$ cat src/rtl/core/sha1_pkg.sv
`default_nettype none

package sha1_pkg;

  localparam int unsigned NUM_WORDS = 5;

  localparam logic [31:0] H_INIT [NUM_WORDS] = '{
    32'h67452301, 32'hEFCDAB89, 32'h98BADCFE, 32'h10325476, 32'hC3D2E1F0
  };

  localparam logic [31:0] K_00_19 = 32'h5A827999;
  localparam logic [31:0] K_20_39 = 32'h6ED9EBA1;
  localparam logic [31:0] K_40_59 = 32'h8F1BBCDC;
  localparam logic [31:0] K_60_79 = 32'hCA62C1D6;

  localparam logic [7:0] PAD_BYTE  = 8'h80;
  localparam logic [5:0] FILL_LAST = 6'd63;
  localparam logic [5:0] FILL_LEN  = 6'd56;

  localparam logic [6:0] RND_20   = 7'd20;
  localparam logic [6:0] RND_40   = 7'd40;
  localparam logic [6:0] RND_60   = 7'd60;
  localparam logic [6:0] RND_LAST = 7'd79;

  localparam logic [2:0] WORD_LAST = 3'd4;

  typedef enum logic [1:0] {
    SEL_MSG,
    SEL_PAD,
    SEL_ZERO,
    SEL_LEN
  } byte_sel_t;

  typedef struct packed {
    logic      shift;
    byte_sel_t byte_sel;
    logic      count_bits;
    logic      load_work;
    logic      round;
    logic [6:0] rnd;
    logic      fold;
    logic      reinit;
    logic [2:0] idx;
  } cmd_t;

  typedef struct packed {
    logic [5:0] fill;
  } status_t;

  function automatic logic [31:0] rol(input logic [31:0] v, input int unsigned s);
    rol = (v << s) | (v >> (32 - s));
  endfunction

  function automatic logic [31:0] sha_f(input logic [6:0] rnd, input logic [31:0] b,
                                        input logic [31:0] c, input logic [31:0] d);
    if (rnd < RND_20) begin
      sha_f = (b & c) | (~b & d);
    end else if (rnd < RND_40) begin
      sha_f = b ^ c ^ d;
    end else if (rnd < RND_60) begin
      sha_f = (b & c) | (b & d) | (c & d);
    end else begin
      sha_f = b ^ c ^ d;
    end
  endfunction

  function automatic logic [31:0] sha_k(input logic [6:0] rnd);
    if (rnd < RND_20) begin
      sha_k = K_00_19;
    end else if (rnd < RND_40) begin
      sha_k = K_20_39;
    end else if (rnd < RND_60) begin
      sha_k = K_40_59;
    end else begin
      sha_k = K_60_79;
    end
  endfunction

endpackage

`default_nettype wire

$ cat src/rtl/core/sha1_datapath.sv
`default_nettype none

module sha1_datapath (
  input  wire logic              clk,
  input  wire logic              rst_n,
  input  wire logic [7:0]        in_tdata,
  input  wire sha1_pkg::cmd_t    cmd,
  output sha1_pkg::status_t      sts,
  output logic [31:0]            out_tdata,
  output logic [2:0]             out_tuser,
  output logic                   out_tlast
);
  import sha1_pkg::*;

  logic [511:0] sr_r;
  logic [5:0]   fill_r;
  logic [63:0]  bits_r;
  logic [31:0]  h_r [NUM_WORDS];
  logic [31:0]  a_r, b_r, c_r, d_r, e_r;

  logic [7:0]  byte_in;
  logic [5:0]  len_shift;
  logic [31:0] w0, w2, w8, w13, w_new, tmp;

  always_comb begin
    len_shift = {3'd7 - fill_r[2:0], 3'b000};
    case (cmd.byte_sel)
      SEL_MSG:  byte_in = in_tdata;
      SEL_PAD:  byte_in = PAD_BYTE;
      SEL_ZERO: byte_in = 8'h00;
      SEL_LEN:  byte_in = bits_r[len_shift +: 8];
      default:  byte_in = 8'h00;
    endcase
  end

  assign w0    = sr_r[511:480];
  assign w2    = sr_r[447:416];
  assign w8    = sr_r[255:224];
  assign w13   = sr_r[95:64];
  assign w_new = rol(w13 ^ w8 ^ w2 ^ w0, 1);
  assign tmp   = rol(a_r, 5) + sha_f(cmd.rnd, b_r, c_r, d_r) + e_r + sha_k(cmd.rnd) + w0;

  always_ff @(posedge clk) begin
    if (cmd.shift) begin
      sr_r <= {sr_r[503:0], byte_in};
    end else if (cmd.round) begin
      sr_r <= {sr_r[479:0], w_new};
    end
    if (cmd.load_work) begin
      a_r <= h_r[0];
      b_r <= h_r[1];
      c_r <= h_r[2];
      d_r <= h_r[3];
      e_r <= h_r[4];
    end else if (cmd.round) begin
      a_r <= tmp;
      b_r <= a_r;
      c_r <= rol(b_r, 30);
      d_r <= c_r;
      e_r <= d_r;
    end
  end

  always_ff @(posedge clk) begin
    if (!rst_n || cmd.reinit) begin
      fill_r <= '0;
      bits_r <= '0;
      for (int i = 0; i < NUM_WORDS; i++) begin
        h_r[i] <= H_INIT[i];
      end
    end else begin
      if (cmd.shift) begin
        fill_r <= fill_r + 6'd1;
      end
      if (cmd.count_bits) begin
        bits_r <= bits_r + 64'd8;
      end
      if (cmd.fold) begin
        h_r[0] <= h_r[0] + a_r;
        h_r[1] <= h_r[1] + b_r;
        h_r[2] <= h_r[2] + c_r;
        h_r[3] <= h_r[3] + d_r;
        h_r[4] <= h_r[4] + e_r;
      end
    end
  end

  assign sts.fill  = fill_r;
  assign out_tdata = h_r[cmd.idx];
  assign out_tuser = cmd.idx;
  assign out_tlast = (cmd.idx == WORD_LAST);

endmodule

`default_nettype wire

$ cat src/rtl/core/sha1_ctrl.sv
`default_nettype none

module sha1_ctrl (
  input  wire logic              clk,
  input  wire logic              rst_n,
  input  wire logic              in_tvalid,
  input  wire logic              in_tuser,
  input  wire logic              in_tlast,
  output logic                   in_tready,
  output logic                   out_tvalid,
  input  wire logic              out_tready,
  input  wire sha1_pkg::status_t sts,
  output sha1_pkg::cmd_t         cmd
);
  import sha1_pkg::*;

  typedef enum logic [2:0] {
    S_IDLE,
    S_PAD,
    S_LEN,
    S_ROUND,
    S_FOLD,
    S_OUT
  } state_t;

  typedef enum logic [1:0] {
    P_IDLE,
    P_PAD,
    P_OUT
  } post_t;

  state_t     state_r, state_nxt;
  post_t      post_r, post_nxt;
  logic       pad_first_r, pad_first_nxt;
  logic [6:0] rnd_r, rnd_nxt;
  logic [2:0] idx_r, idx_nxt;
  logic       in_tready_r, out_tvalid_r;
  logic       in_acc, out_acc, wrap;

  assign in_acc  = in_tvalid && in_tready_r;
  assign out_acc = out_tvalid_r && out_tready;
  assign wrap    = (sts.fill == FILL_LAST);

  always_comb begin
    state_nxt     = state_r;
    post_nxt      = post_r;
    pad_first_nxt = pad_first_r;
    rnd_nxt       = rnd_r;
    idx_nxt       = idx_r;
    cmd           = '0;
    cmd.byte_sel  = SEL_MSG;
    cmd.rnd       = rnd_r;
    cmd.idx       = idx_r;
    case (state_r)
      S_IDLE: begin
        if (in_acc) begin
          if (in_tuser) begin
            cmd.shift      = 1'b1;
            cmd.count_bits = 1'b1;
          end
          if (in_tuser && wrap) begin
            state_nxt     = S_ROUND;
            cmd.load_work = 1'b1;
            rnd_nxt       = '0;
            post_nxt      = in_tlast ? P_PAD : P_IDLE;
            pad_first_nxt = 1'b1;
          end else if (in_tlast) begin
            state_nxt     = S_PAD;
            pad_first_nxt = 1'b1;
          end
        end
      end
      S_PAD: begin
        cmd.shift = 1'b1;
        if (pad_first_r || sts.fill != FILL_LEN) begin
          cmd.byte_sel  = pad_first_r ? SEL_PAD : SEL_ZERO;
          pad_first_nxt = 1'b0;
          if (wrap) begin
            state_nxt     = S_ROUND;
            cmd.load_work = 1'b1;
            rnd_nxt       = '0;
            post_nxt      = P_PAD;
          end
        end else begin
          cmd.byte_sel = SEL_LEN;
          state_nxt    = S_LEN;
        end
      end
      S_LEN: begin
        cmd.shift    = 1'b1;
        cmd.byte_sel = SEL_LEN;
        if (wrap) begin
          state_nxt     = S_ROUND;
          cmd.load_work = 1'b1;
          rnd_nxt       = '0;
          post_nxt      = P_OUT;
        end
      end
      S_ROUND: begin
        cmd.round = 1'b1;
        rnd_nxt   = rnd_r + 7'd1;
        if (rnd_r == RND_LAST) begin
          state_nxt = S_FOLD;
        end
      end
      S_FOLD: begin
        cmd.fold = 1'b1;
        case (post_r)
          P_IDLE:  state_nxt = S_IDLE;
          P_PAD:   state_nxt = S_PAD;
          P_OUT: begin
            state_nxt = S_OUT;
            idx_nxt   = '0;
          end
          default: state_nxt = S_IDLE;
        endcase
      end
      S_OUT: begin
        if (out_acc) begin
          if (idx_r == WORD_LAST) begin
            cmd.reinit = 1'b1;
            state_nxt  = S_IDLE;
          end else begin
            idx_nxt = idx_r + 3'd1;
          end
        end
      end
      default: state_nxt = S_IDLE;
    endcase
  end

  always_ff @(posedge clk) begin
    if (!rst_n) begin
      state_r      <= S_IDLE;
      post_r       <= P_IDLE;
      pad_first_r  <= 1'b0;
      rnd_r        <= '0;
      idx_r        <= '0;
      in_tready_r  <= 1'b0;
      out_tvalid_r <= 1'b0;
    end else begin
      state_r      <= state_nxt;
      post_r       <= post_nxt;
      pad_first_r  <= pad_first_nxt;
      rnd_r        <= rnd_nxt;
      idx_r        <= idx_nxt;
      in_tready_r  <= (state_nxt == S_IDLE);
      out_tvalid_r <= (state_nxt == S_OUT);
    end
  end

  assign in_tready  = in_tready_r;
  assign out_tvalid = out_tvalid_r;

`ifndef SYNTHESIS
  a_no_overlap: assert property (@(posedge clk) disable iff (!rst_n)
    !(in_tready_r && out_tvalid_r))
    else $error("input and output sides open together");

  a_rnd_range: assert property (@(posedge clk) disable iff (!rst_n)
    (state_r == S_ROUND) |-> (rnd_r <= RND_LAST))
    else $error("round counter out of range");

  a_idx_range: assert property (@(posedge clk) disable iff (!rst_n)
    out_tvalid_r |-> (idx_r <= WORD_LAST))
    else $error("digest word index out of range");

  a_reopen: assert property (@(posedge clk) disable iff (!rst_n)
    (out_acc && idx_r == WORD_LAST) |=> (in_tready_r && !out_tvalid_r))
    else $error("input not reopened after final digest word");

  a_len_start: assert property (@(posedge clk) disable iff (!rst_n)
    (state_r == S_LEN) |-> (sts.fill >= FILL_LEN))
    else $error("length bytes outside their slot");
`endif

endmodule

`default_nettype wire

$ cat src/rtl/core/sha1_hash_engine_top.sv
`default_nettype none

// SHA-1 digest over a byte stream. Each input request carries one byte in
// in_tdata when in_tuser is high; in_tlast closes the message (an empty
// closing request is allowed, giving the digest of the empty message).
// Data bytes are taken while the engine is idle. Every 64th byte stalls
// the input while the shared round unit runs 80 rounds and folds the
// result into the chaining words. Closing a message pads one byte per
// cycle through the block shift register, pausing while a filled block
// is compressed; when the length does not fit, that block is compressed
// and a further block of zero bytes and the length follows. After the
// final block is compressed, the digest appears as five big-endian
// words, word 0 first, on out_tdata with the word index on out_tuser
// and out_tlast on word 4.
// The input stays stalled until the last digest word is taken, after which
// the engine is ready for the next message.
module sha1_hash_engine_top (
  input  wire logic        clk,
  input  wire logic        rst_n,
  input  wire logic        in_tvalid,
  output logic             in_tready,
  input  wire logic [7:0]  in_tdata,    // [7:0] message_byte
  input  wire logic        in_tuser,    // has_byte
  input  wire logic        in_tlast,    // end_of_message
  output logic             out_tvalid,
  input  wire logic        out_tready,
  output logic [31:0]      out_tdata,   // [31:0] digest_word
  output logic [2:0]       out_tuser,   // [2:0] word_index
  output logic             out_tlast    // last_word
);
  import sha1_pkg::*;

  cmd_t    cmd;
  status_t sts;

  sha1_ctrl u_ctrl (
    .clk        (clk),
    .rst_n      (rst_n),
    .in_tvalid  (in_tvalid),
    .in_tuser   (in_tuser),
    .in_tlast   (in_tlast),
    .in_tready  (in_tready),
    .out_tvalid (out_tvalid),
    .out_tready (out_tready),
    .sts        (sts),
    .cmd        (cmd)
  );

  sha1_datapath u_datapath (
    .clk       (clk),
    .rst_n     (rst_n),
    .in_tdata  (in_tdata),
    .cmd       (cmd),
    .sts       (sts),
    .out_tdata (out_tdata),
    .out_tuser (out_tuser),
    .out_tlast (out_tlast)
  );

endmodule

`default_nettype wire

$ cat config.mk
export PLATFORM = sky130hd
export DESIGN_NAME = sha1_hash_engine_top
export DESIGN_NICKNAME = d
export VERILOG_FILES = /design/src/rtl/core/sha1_pkg.sv /design/src/rtl/core/sha1_datapath.sv /design/src/rtl/core/sha1_ctrl.sv /design/src/rtl/core/sha1_hash_engine_top.sv
export SDC_FILE = /design/constraint.sdc
export NUM_CORES = 2
export LEC_CHECK = 0
export ABC_AREA = 1
export BUFFER_PORTS_ARGS = -buffer_cell sky130_fd_sc_hd__buf_4
export CAP_MARGIN = 10
export CORE_UTILIZATION = 30
export DETAILED_ROUTE_END_ITERATION = 8
export GPL_TIMING_DRIVEN = 1
export PLACE_DENSITY = 0.54
export RECOVER_POWER = 50
export SYNTH_ARGS = -nofsm -noshare
export SYNTH_HDL_FRONTEND = slang
export SYNTH_SLANG_ARGS = --single-unit
$ cat constraint.sdc
create_clock -name clk -period 14.55 [get_ports clk]
set_input_delay 1.455 -clock clk [delete_from_list [all_inputs] [get_ports clk]]
set_output_delay 1.455 -clock clk [all_outputs]
set_load 0.01 [all_outputs]
### Yosys cells after proc, flatten, opt, wreduce, memory -nomap -nowiden

Memory sizes are Yosys's and may differ from the RTL's. A register that Yosys moved wholly into a read port is not among the register bits.
Index checks and enable logic that the tools add are counted.

| operators by class | value |
|---|---|
| order comparisons | 3 |
| $add $sub $neg | 14 |
| muxes and demuxes | 79 |
| bitwise gates (word level) | 21 |
| equal/unequal tests | 24 |
| shift operators | 1 |
| reduce and logical (&&, ||, !) cells | 20 |

Operators by type and width:

| operator | number |
|---|---|
| 512-bit two-way mux | 2 |
| 32-bit two-way mux | 20 |
| 32-bit adder | 9 |
| 32-bit bitwise XOR | 5 |
| 32-bit AND | 4 |
| 32-bit bitwise OR | 3 |
| 64-bit by 4-bit adder with 64-bit output (second input constant) | 1 |
| 64-bit by 7-bit variable part select with 8-bit output | 1 |
| 3-bit two-way mux | 13 |
| 32-bit inverter | 1 |
| 32-bit by 1-bit bitwise OR with 32-bit output | 1 |
| 32-bit by 30-bit bitwise OR with 32-bit output | 1 |
| 32-bit by 5-bit bitwise OR with 32-bit output | 1 |
| 8-bit one-hot mux with 4 select lines | 1 |
| 31-bit two-way mux | 1 |
| 7-bit two-way mux | 4 |
| 7-bit one-hot mux with 4 select lines | 1 |
| 1-bit two-way mux | 21 |
| 3-bit one-hot mux with 6 select lines | 1 |
| 2-bit two-way mux | 8 |
| 7-bit by 6-bit less-than comparator with 1-bit output (second input constant) | 2 |
| 3-bit equality test (second input constant) | 4 |
| 2-bit by 1-bit != test with 1-bit output (second input constant) | 6 |
| 3-bit one-hot mux with 2 select lines | 2 |
| other kinds (30) | 49 |

| word-level totals | value |
|---|---|
| memories | 1 |
| input bits | 14 |
| flip-flop bits (word level) | 760 |
| output and inout port bits | 38 |
| bits in writable memories | 160 |
| logic and storage cells | 178 |

Memories:

| name | depth | bits a word | rd ports | clocked after memory_dff | wr ports | line | source |
|---|---|---|---|---|---|---|---|
| u_datapath.h_r | 5 | 32 | 6 | 1 | 5 | sha1_datapath.sv:18 | `logic [31:0] h_r [NUM_WORDS];` |

### Depth between registers and ports, before layout

| depth | value |
|---|---|
| word-level depth | 12 |
| depth in mapped cells | 27 |
| mapped depth without buffers | 26 |

### Modules after synthesis

Synthesis repeated with hierarchy kept, for this count alone.

| unflattened totals | value |
|---|---|
| cell total of the unflattened synthesis | 7,146 |
| area, all modules | 57,482.6 µm² |

Modules (own cells, without submodules):

| module | area an instance (µm²) | instances | seq. area each (µm²) | cells each |
|---|---|---|---|---|
| sha1_datapath | 56,275.2 | 1 | 26,325.2 | 6,964 |
| sha1_ctrl | 1,207.4 | 1 | 360.3 | 182 |

### Worst setup path after synthesis

Ideal clock, no wire load.

| path | value |
|---|---|
| kind | input-to-reg |
| from | input port in_tvalid |
| to | register u_datapath.sr_r[0], enable pin |
| stages on the path | 8 |
| required time | 10.887 ns |
| buffers on the path | 2 |
| arrival | 10.569 ns |
| path slack | 0.318 ns |
| cells stage by stage | nand3_1 -> inv_1 -> nand2_2 -> nand2_4 -> inv_2 -> buf_4 -> buf_6 -> nand2_1 |

| on the way | value |
|---|---|
| longest elaborated chain between the ends | 4 |

RTL lines:

| what | line | source |
|---|---|---|
| start, declared | sha1_hash_engine_top.sv:20 | `input wire logic in_tvalid,` |
| 1-bit logical AND | sha1_ctrl.sv:40 | `assign in_acc = in_tvalid && in_tready_r;` |
| 1-bit two-way mux | sha1_ctrl.sv:56 | `if (in_acc) begin` |
| 1-bit one-hot mux with 2 select lines | sha1_ctrl.sv:54 | `case (state_r)` |
| 2-bit nonzero test (no line) | n/a |  |
| end signal, assigned | sha1_datapath.sv:45 | `sr_r <= {sr_r[503:0], byte_in};` |
| end signal, assigned | sha1_datapath.sv:47 | `sr_r <= {sr_r[479:0], w_new};` |
| end, declared | sha1_datapath.sv:15 | `logic [511:0] sr_r;` |

Every way passes these cells.
A chain may end at the register's enable or synchronous reset.

==> flow_summary.json <==
{
  "worst_r2r_path_depth": 11,
  "design.final.nets": 7489,
  "cts_htree_levels": 3,
  "numPortBuffers": 51,
  "seq_power_share": 0.485,
  "yosysTopAreaCell": "sky130_fd_sc_hd__edfxtp_1",
  "final_design_area_no_fill_um2": 64000,
  "die-area_um2": 195000,
  "cap_viol_max_count": 19,
  "worst-endpoint-required_ns": 14.86,
  "cts.repair_timing.setup_buffer_count": 0,
  "status": "finished with violations",
  "grt_antenna_before_repair": 3,
  "worst_ir_drop_vdd_mv": 0.0922,
  "clk_latency_ns": 0.78,
  "dp.final_hpwl_um": 147000,
  "viasPerCell": 4.99,
  "chipWidth_um": 442,
  "worst-slew-pin-transition_ns": 4.49,
  "netlist-cell-type-count": 54,
  "area_growth_syn_to_layout_pct": 10.3,
  "route.detailed.drc": 0,
  "hold_path_class": "register to register",
  "final_layout_size_suffix_gt1_frac": 0.0360,
  "critical_path.reg2reg.endpoint": "u_datapath.c_r[30]",
  "drt_first_pass_iters": 5,
  "max_slew_margin": -1.99,
  "postRouteAntennaNets": 0,
  "cpMaxStageDelayCell": "sky130_fd_sc_hd__clkbuf_1",
  "globalplace.congestion": 0.986,
  "timing.hold.ws_ns": 0.446,
  "timing.critical_path.from": "rst_n",
  "cp_slowest_stage_delay_ns": 2.79,
  "number_of_buffers_inserted_during_clock_tree_synthesis": 108,
  "report.final.slew_viol_count": 1028,
  "grt_max_degree": 194,
  "final_hold_viol_count": 0,
  "synthesis.nets": 7520,
  "floorplan.initialDensity": 0.302,
  "setup_tns_ns": 0,
  "die-height_um": 442,
  "dr.first_iter.drc_count": 4731,
  "crit-reg2reg-launch": "u_datapath.sts[1]",
  "via_count": 48602,
  "critical_path_class": "input pin to register",
  "cp_common_cell": "sky130_fd_sc_hd__clkbuf_1",
  "p_per_cell_area_nw_per_um2": 98.7,
  "cts_hold_buf": 0,
  "crit_end": "u_datapath.h_r[0][25]",
  "number_of_global_route_vias_before_repair": 46008,
  "tritoncts_num_sinks": 920,
  "routed_wirelength_um": 195000,
  "routedWlPerCell_um": 20.1,
  "critical_path.endpoint_type": "register",
  "overflow_left_after_global_routing": 0,
  "standard_cell_core_area_um2": 192000,
  "fin_crit_sh": 0.655,
  "net-switching-power_mw": 1.60,
  "violations": "max-capacitance violations, max-slew violations",
  "ys_top_cells_by_area": "sky130_fd_sc_hd__edfxtp_1 43%, sky130_fd_sc_hd__nand2_1 16%, sky130_fd_sc_hd__inv_1 5.1%",
  "cp_max_fo": 56,
  "combinational_fraction_of_design_power": 0.077,
  "max_clock_freq_mhz": 105,
  "synth.yosys.warnings": 0,
  "post_layout_min_period_ns": 9.52,
  "finalSetupViolCount": 0,
  "worstPathCellList": "clkbuf_1 -> clkinv_1 -> a21oi_1 -> nand2_2 -> clkbuf_1 -> inv_1 -> clkbuf_1 -> nand3_1",
  "synth-seq-area-share": 0.461,
  "leading_cell_type_in_the_layout_fill_and_taps_excluded": "sky130_fd_sc_hd__nand2_1",
  "grt_pass1_wl_um": 292000,
  "netSwitchingFraction": 0.254,
  "syn_area_per_cell_um2": 8.12,
  "postPlaceCellArea_um2": 60700,
  "power.leakage_nw": 26.3,
  "worst_setup_path_start_kind": "input pin",
  "grt_usage": 0.195,
  "layout_common_cells": "2544 x sky130_fd_sc_hd__nand2_1, 832 x sky130_fd_sc_hd__edfxtp_1, 785 x sky130_fd_sc_hd__inv_1",
  "timing.clock.skew_ns": 0.0647,
  "internal-power_mw": 4.72,
  "num_rows": 161,
  "postSynthRegisterBits": 920,
  "cts_tree": "built",
  "grt_setup_unrepaired": "false",
  "synthCells": 7155,
  "reg2reg_slack_ns": 5.33,
  "ioPinCount": 52,
  "cp.arrival_ns": 9.84,
  "clk_path_buf_depth": 3,
  "cts_root_buffer": "sky130_fd_sc_hd__clkbuf_16",
  "post_synth_instance_area_um2": 58100,
  "yosys.area.top_type_share": 0.430,
  "clk_pin_slew_ns": 0.06,
  "ctsResizeCount": 0,
  "clock_group_share_of_total_power": 0.438
}
through the flow:
stage / power, mW / utilization / std cells / worst slack [ns]
2_1_floorplan: 3.49 / - / 7155 / 0.318
3_3_place_gp: 3.60 / 0.316 / 9540 / 8.12
4_1_cts: 6.39 / 0.334 / 9740 / 8.48
5_1_grt: 6.55 / 0.333 / 9740 / 4.36
6_report: 6.32 / 0.333 / 9741 / 5.03
3_5_place_dp: 3.61 / 0.316 / 9540 / 8.02
worst max-delay path, delay by kind of cell:
kind	cells	cell delay [ns]
buffers and inverters	5	6.01
AO/OA/AOI/OAI	1	1.59
AND/OR/NAND/NOR	2	0.57
cell families (layout without fill, tap and decap cells):
| logic type | after synthesis | after routing | synth area share |
|---|---|---|---|
| AO/OA/AOI/OAI | 1078 | 1078 | 0.101 |
| XOR/XNOR | 141 | 141 | 0.0213 |
| adder cells (fa/ha/maj) | 351 | 351 | 0.0917 |
| buffers and inverters | 1026 | 1085 | 0.0729 |
| flip-flops | 920 | 920 | 0.461 |
| other | 0 | 1 | 0 |
| AND/OR/NAND/NOR | 3639 | 3639 | 0.252 |
power groups by stage:
stage	clock network (mW)	logic, mW	registers, mW
floorplan	0	0.350	3.14
global placement	0	0.480	3.12
detailed placement	0	0.485	3.12
CTS	2.83	0.487	3.07
global route	2.92	0.552	3.08
finish	2.77	0.486	3.07
cell type report:
cell class,count,area [um^2]
repair buffers,85,543
clock buffers,130,2790
flip-flops and latches,920,26700
diodes,1,2.50
well taps,2526,3160
clock inverters,70,728
multi-input cells,5209,27100
fillers,20212,128000
inverters,800,3010
how the worst min path moves through the flow:
stage	slack, ns	startpoint	endpoint	cells after the start
after floorplan	0.42	u_datapath.sts[5]	u_datapath.sts[5]	2
after global placement	0.43	u_datapath.sts[5]	u_datapath.sts[5]	2
after detailed placement	0.44	u_datapath.sts[5]	u_datapath.sts[5]	2
after CTS	0.45	u_datapath.sts[5]	u_datapath.sts[5]	2
after global routing	0.47	u_datapath.sts[5]	u_datapath.sts[5]	2
final	0.45	u_datapath.sts[5]	u_datapath.sts[5]	2
Yosys cell counts, drive strengths merged:
library cell,instances
a211oi,2
a21boi,9
a21o,22
a21oi,398
a221oi,1
a31o,1
a31oi,46
and3,7
buf,164
clkbuf,62
clkinv,4
dfxtp,88
edfxtp,832
fa,124
ha,227
inv,796
nand2,2550
nand2b,2
nand3,301
nand3b,16
nand4,57
nor2,561
nor2b,1
nor3,98
nor3b,10
nor4,14
nor4b,1
o211ai,37
o21a,32
o21ai,467
o21bai,33
o221ai,9
o22ai,21
or2,21
xnor2,103
xor2,38
sequential cells by signal (all words and copies together), names as in the netlist, named ones only:
signal              cells
u_ctrl.in_tready        1
u_ctrl.post_r           2
u_datapath.d_r         32
u_datapath.sr_r       512
u_datapath.b_r         32
u_ctrl.out_tvalid       1
u_datapath.a_r         32
u_datapath.e_r         32
u_ctrl.idx_r            3
u_datapath.h_r        160
u_ctrl.pad_first_r      1
u_datapath.c_r         32
u_datapath.bits_r      61
u_datapath.sts          6
u_ctrl.state_r          3
u_ctrl.rnd_r            7
per-layer routing:
layer | GRT usage | part of all wire | vias to the layer above | wire, um
li1 | - | - | 23501 | -
met1 | 0.269 | 0.45 | 23394 | 87300
met2 | 0.313 | 0.46 | 1415 | 89200
met3 | 0.0292 | 0.061 | 288 | 11900
met4 | 0.0640 | 0.035 | 4 | 6920
met5 | 0 | 0.00014 | - | 27
No activity file was read; power rests on OpenSTA's default activity.
